`src/rtl/vrt_pkg.sv`:
```
// Shared types and constants for the voxel ray traversal block.
package vrt_pkg;

   localparam int TW = 24;
   localparam logic [TW-1:0] T_ONES = {TW{1'b1}};

   typedef enum logic [3:0] {
      ST_IDLE,
      ST_CLEAR,
      ST_DIV,
      ST_INIT,
      ST_READ,
      ST_TEST,
      ST_STEP,
      ST_DONE
   } state_type;

   typedef enum logic [1:0] {
      AXIS_NONE = 2'd0,
      AXIS_X    = 2'd1,
      AXIS_Y    = 2'd2,
      AXIS_Z    = 2'd3
   } axis_type;

endpackage

```
`src/rtl/vrt_div.sv`:
```
// Restoring divider computing the saturated reciprocal 2^(F+14) / m, one bit a cycle.
module vrt_div #(
   parameter int FRACTION_BITS = 16
) (
   input  logic                  clock,
   input  logic                  reset,
   input  logic                  start,
   input  logic [23:0]           mag,
   output logic                  done,
   output logic [vrt_pkg::TW-1:0] quot
);

   localparam int NB = FRACTION_BITS + 15;
   localparam int CW = $clog2(NB + 1);

   logic [NB-1:0] num_ff, num_in;
   logic [NB:0]   rem_ff, rem_in;
   logic [23:0]   den_ff, den_in;
   logic [CW-1:0] cnt_ff, cnt_in;
   logic          run_ff, run_in;
   logic          done_ff, done_in;
   logic [NB:0]   trial;
   logic [NB:0]   shifted;

   always_comb begin
      num_in  = num_ff;
      rem_in  = rem_ff;
      den_in  = den_ff;
      cnt_in  = cnt_ff;
      run_in  = run_ff;
      done_in = 1'b0;
      shifted = {rem_ff[NB-1:0], num_ff[NB-1]};
      trial   = shifted - {{(NB-23){1'b0}}, den_ff};
      if (start) begin
         num_in = {1'b1, {(NB-1){1'b0}}};
         rem_in = '0;
         den_in = mag;
         cnt_in = CW'(NB - 1);
         run_in = 1'b1;
      end else if (run_ff) begin
         num_in = {num_ff[NB-2:0], 1'b0};
         if (!trial[NB]) begin
            rem_in = trial;
            num_in[0] = 1'b1;
         end else begin
            rem_in = shifted;
         end
         if (cnt_ff == '0) begin
            run_in  = 1'b0;
            done_in = 1'b1;
         end else begin
            cnt_in = cnt_ff - 1'b1;
         end
      end
   end

   // The numerator bits are shifted out at the top while quotient bits enter at the bottom.
   always_ff @(posedge clock) begin
      if (reset) begin
         run_ff  <= 1'b0;
         done_ff <= 1'b0;
      end else begin
         run_ff  <= run_in;
         done_ff <= done_in;
      end
      num_ff <= num_in;
      rem_ff <= rem_in;
      den_ff <= den_in;
      cnt_ff <= cnt_in;
   end

   assign done = done_ff;
   assign quot = (den_ff == '0 || |num_ff[NB-1:vrt_pkg::TW]) ? vrt_pkg::T_ONES
                                                           : num_ff[vrt_pkg::TW-1:0];

endmodule

```
`config.mk`:
```
export PLATFORM = sky130hd
export DESIGN_NAME = vrt_div
export DESIGN_NICKNAME = d
export VERILOG_FILES = /design/src/rtl/vrt_pkg.sv /design/src/rtl/vrt_div.sv
export SDC_FILE = /design/constraint.sdc
export NUM_CORES = 1
export LEC_CHECK = 0
export BUFFER_PORTS_ARGS = -buffer_cell sky130_fd_sc_hd__buf_2
export CAP_MARGIN = 10
export CORE_ASPECT_RATIO = 1.75
export CORE_MARGIN = 2
export CORE_UTILIZATION = 60
export CTS_CLUSTER_SIZE = 40
export DETAILED_ROUTE_END_ITERATION = 7
export PLACE_DENSITY = 0.81
export SKIP_CTS_REPAIR_TIMING = 1
export SLEW_MARGIN = 20
export SYNTH_ARGS = -nofsm -noshare
export SYNTH_HDL_FRONTEND = slang
export SYNTH_SLANG_ARGS = --single-unit
export TNS_END_PERCENT = 30
```
`constraint.sdc`:
```
create_clock -name clock -period 5.4 [get_ports clock]
set_clock_uncertainty 0.15 [all_clocks]
set_input_delay 1.08 -clock clock [delete_from_list [all_inputs] [get_ports clock]]
set_output_delay 1.08 -clock clock [all_outputs]
set_load 0.02 [all_outputs]
```
==> impl_metrics.toml <==
[global_routing]
grt_pass1_wl_um = 20300
overflow = 0
antenna_found_initial = 0
grtUsageTotal_pct = 27.49
grt_max_degree = 97
grt_pass1_vias = 4510

[floorplan]
core_area_sq_um = 8558
dieArea_sq_um = 9518
pin_count = 52
start_util_pct = 61.17
die_h_um = 127.6
rows = 45
die_w_um = 74.61

[route]
post-route-drc-count = 0
drt_wl_total_um = 12400
via_count = 4654
avgViaCountPerCell = 6.172
antenna_left = 0
drt_iter0_markers = 288
wl_per_cell_um = 16.45
firstDrtPassIters = 5

[cells_and_area]
diodes = 0
drive_above_1_share_pct = 16.80
layout_common_cells = "nor2_1 (79), dfxtp_1 (68), buf_2 (51)"
layout.nets = 685
layout_commonest_cell = "nor2_1"
syn_to_final_growth_pct = 12.09

[critical_path]
arrival_ns = 2.67
setup.worst_path.start_class = "flip-flop"
endpoint_kind = "primary output"
cp_max_fo = 24
critPathRequiredTime_ns = 4.17
crit_type = "reg2out"

[sta]
fin_crit_sh_pct = 72.18
finalSetupViolCount = 0
period_minus_slack_ns = 3.898
timing.fmax_ghz = 0.2565
hold_viol = 0
worst_slew_pin_slew_ns = 1.029
finalMaxSlewViolations = 0
maxSlewHeadroom_pct = 31.39
setup-tns-final_ns = 0
whs_ns = 0.2929
rsz0062_at_grt = "no"

[placement]
dp_hpwl_um = 8751
io_buffers = 51
gp_congestion = 0.9495

[logic_synthesis]
yosysUniqueCellTypes = 55
yosysSeqAreaShare_pct = 40.15
synth.cell_area_sq_um = 5235
synth-seq-cells = 93
synth_edf_count = 24
async_flop_share_pct = 0
syn_inst = 599
ys.flop_type = "dfxtp_1"
synth_area_per_cell_sq_um = 8.740
syn-num-nets = 652
ys.warnings.count = 0

[cts]
clk_pin_slew_ns = 0.07
cts-htree-levels = 3
clockRootBuffer = "clkbuf_16"
clock-sinks = 93
numCtsBuffers = 9
clockBufferDepth = 2
cts_tree = "yes"
insertion_delay_ns = 0.34

[worst_hold_path]
hold_class = "reg2reg"

[power]
vdd_drop_max_mv = 0.2909
powerDensity_nw_per_um2 = 370.7
p_total_mw = 2.175
p_leak_nw = 2.472

[status]
status = "finished clean"

[job]
max_cap_violations = 0
[worst paths after layout]
| path | from | to | slack (ns) | depth (start not counted) |
|---|---|---|---|---|
| worst max-delay path | num_ff[30] | quot[2] | 1.50 | 5 |
| worst min-delay path | cnt_ff[4] | cnt_ff[4] | 0.29 | 2 |
| worst max register to register | den_ff[13] | rem_ff[21] | 1.51 | 10 |
| worst min register to register | cnt_ff[4] | cnt_ff[4] | 0.29 | 2 |
[layer usage]
layer  global-route usage [%]  vias to the layer above  wire (um)
li1                         -                     2236          -
met1                    30.77                     2240       4808
met2                    47.63                      133       6558
met3                    4.022                       45        411
met4                    16.28                        0        622
met5                        0                        -          0
[kinds of logic (layout without fill, tap and decap cells)]
group,after synthesis,after routing,share of synthesized area [%]
and+or+nand+nor,223,223,21.22
xor gates and xnor gates,23,23,3.848
adders and majority gates,26,26,6.358
AOI/OAI and AO/OA,137,137,17.66
DFF,93,93,40.15
buffers and inverters,67,105,5.019
muxes,30,30,5.736
[registers in the layout, summed over array words and instances (netlist names)]
name and flops:
rem_ff 31, done 1, num_ff 31, run_ff 1, cnt_ff 5, den_ff 24
[area by class of cell]
class	instances	area (sq um)
Clock inverter	5	58.81
Clock buffer	11	232.7
Timing Repair Buffer	57	320.3
Inverter	32	120.1
Sequential cell	93	2106
Fill cell	712	2690
Tap cell	117	146.4
Multi-Input combinational cell	439	2884
[worst max-delay path, stage by stage, from the launching register on]
cell and delay [ns]:
dfxtp_1 0.32, or4_1 0.52, nor4_1 0.55, o21ai_2 0.38
or2_2 0.38, buf_2 0.16
[cells in the mapped netlist, drive strengths merged (2+ instances only)]
library cell   n  area [sq um]
nor2          79         296.5
dfxtp         69          1381
o21ai         37         185.2
inv           32         120.1
nand2         32         120.1
mux2i         30         300.3
a21oi         27         138.9
clkbuf        26         97.59
nand3         26         130.1
ha            25         312.8
or2           25         156.4
edfxtp        24         720.7
a311oi        23         201.4
nor4          14         93.84
xnor2         12         105.1
nor3          11         55.05
xor2          11         96.34
a21o           9         67.56
buf            9         45.04
or4            9         67.56
nand2b         6         37.54
nand4          6         37.54
o211ai         6         50.05
a31oi          4         25.02
nand3b         4         30.03
nor3b          4         30.03
o21a           4         30.03
o21bai         4         30.03
o31ai          4         35.03
a211oi         3         22.52
a31o           3         26.28
o311ai         3         26.28
and3           2         12.51
nand4b         2         17.52
o31a           2         17.52
[power by group]
group | leakage [nW] | internal (mW) | total, mW | switching (mW)
sequential | 0.799 | 0.773 | 0.838 | 0.0642
clock | 0.144 | 0.361 | 0.629 | 0.268
combinational | 1.53 | 0.278 | 0.708 | 0.430
total | 2.47 | 1.41 | 2.18 | 0.762
[metrics by stage]
| step | cells | cell area [sq um] | utilization (%) | worst slack (ns) |
|---|---|---|---|---|
| after floorplan | 599 | 5235 | - | 2.319 |
| after detailed placement | 737 | 5544 | 64.78 | 1.548 |
| after CTS | 753 | 5836 | 68.19 | 1.310 |
| after global routing | 754 | 5868 | 68.57 | 1.328 |
| final | 754 | 5868 | 68.57 | 1.502 |
| after global placement | 737 | 5544 | 64.78 | 1.629 |
(Power assumes the default switching activity.)
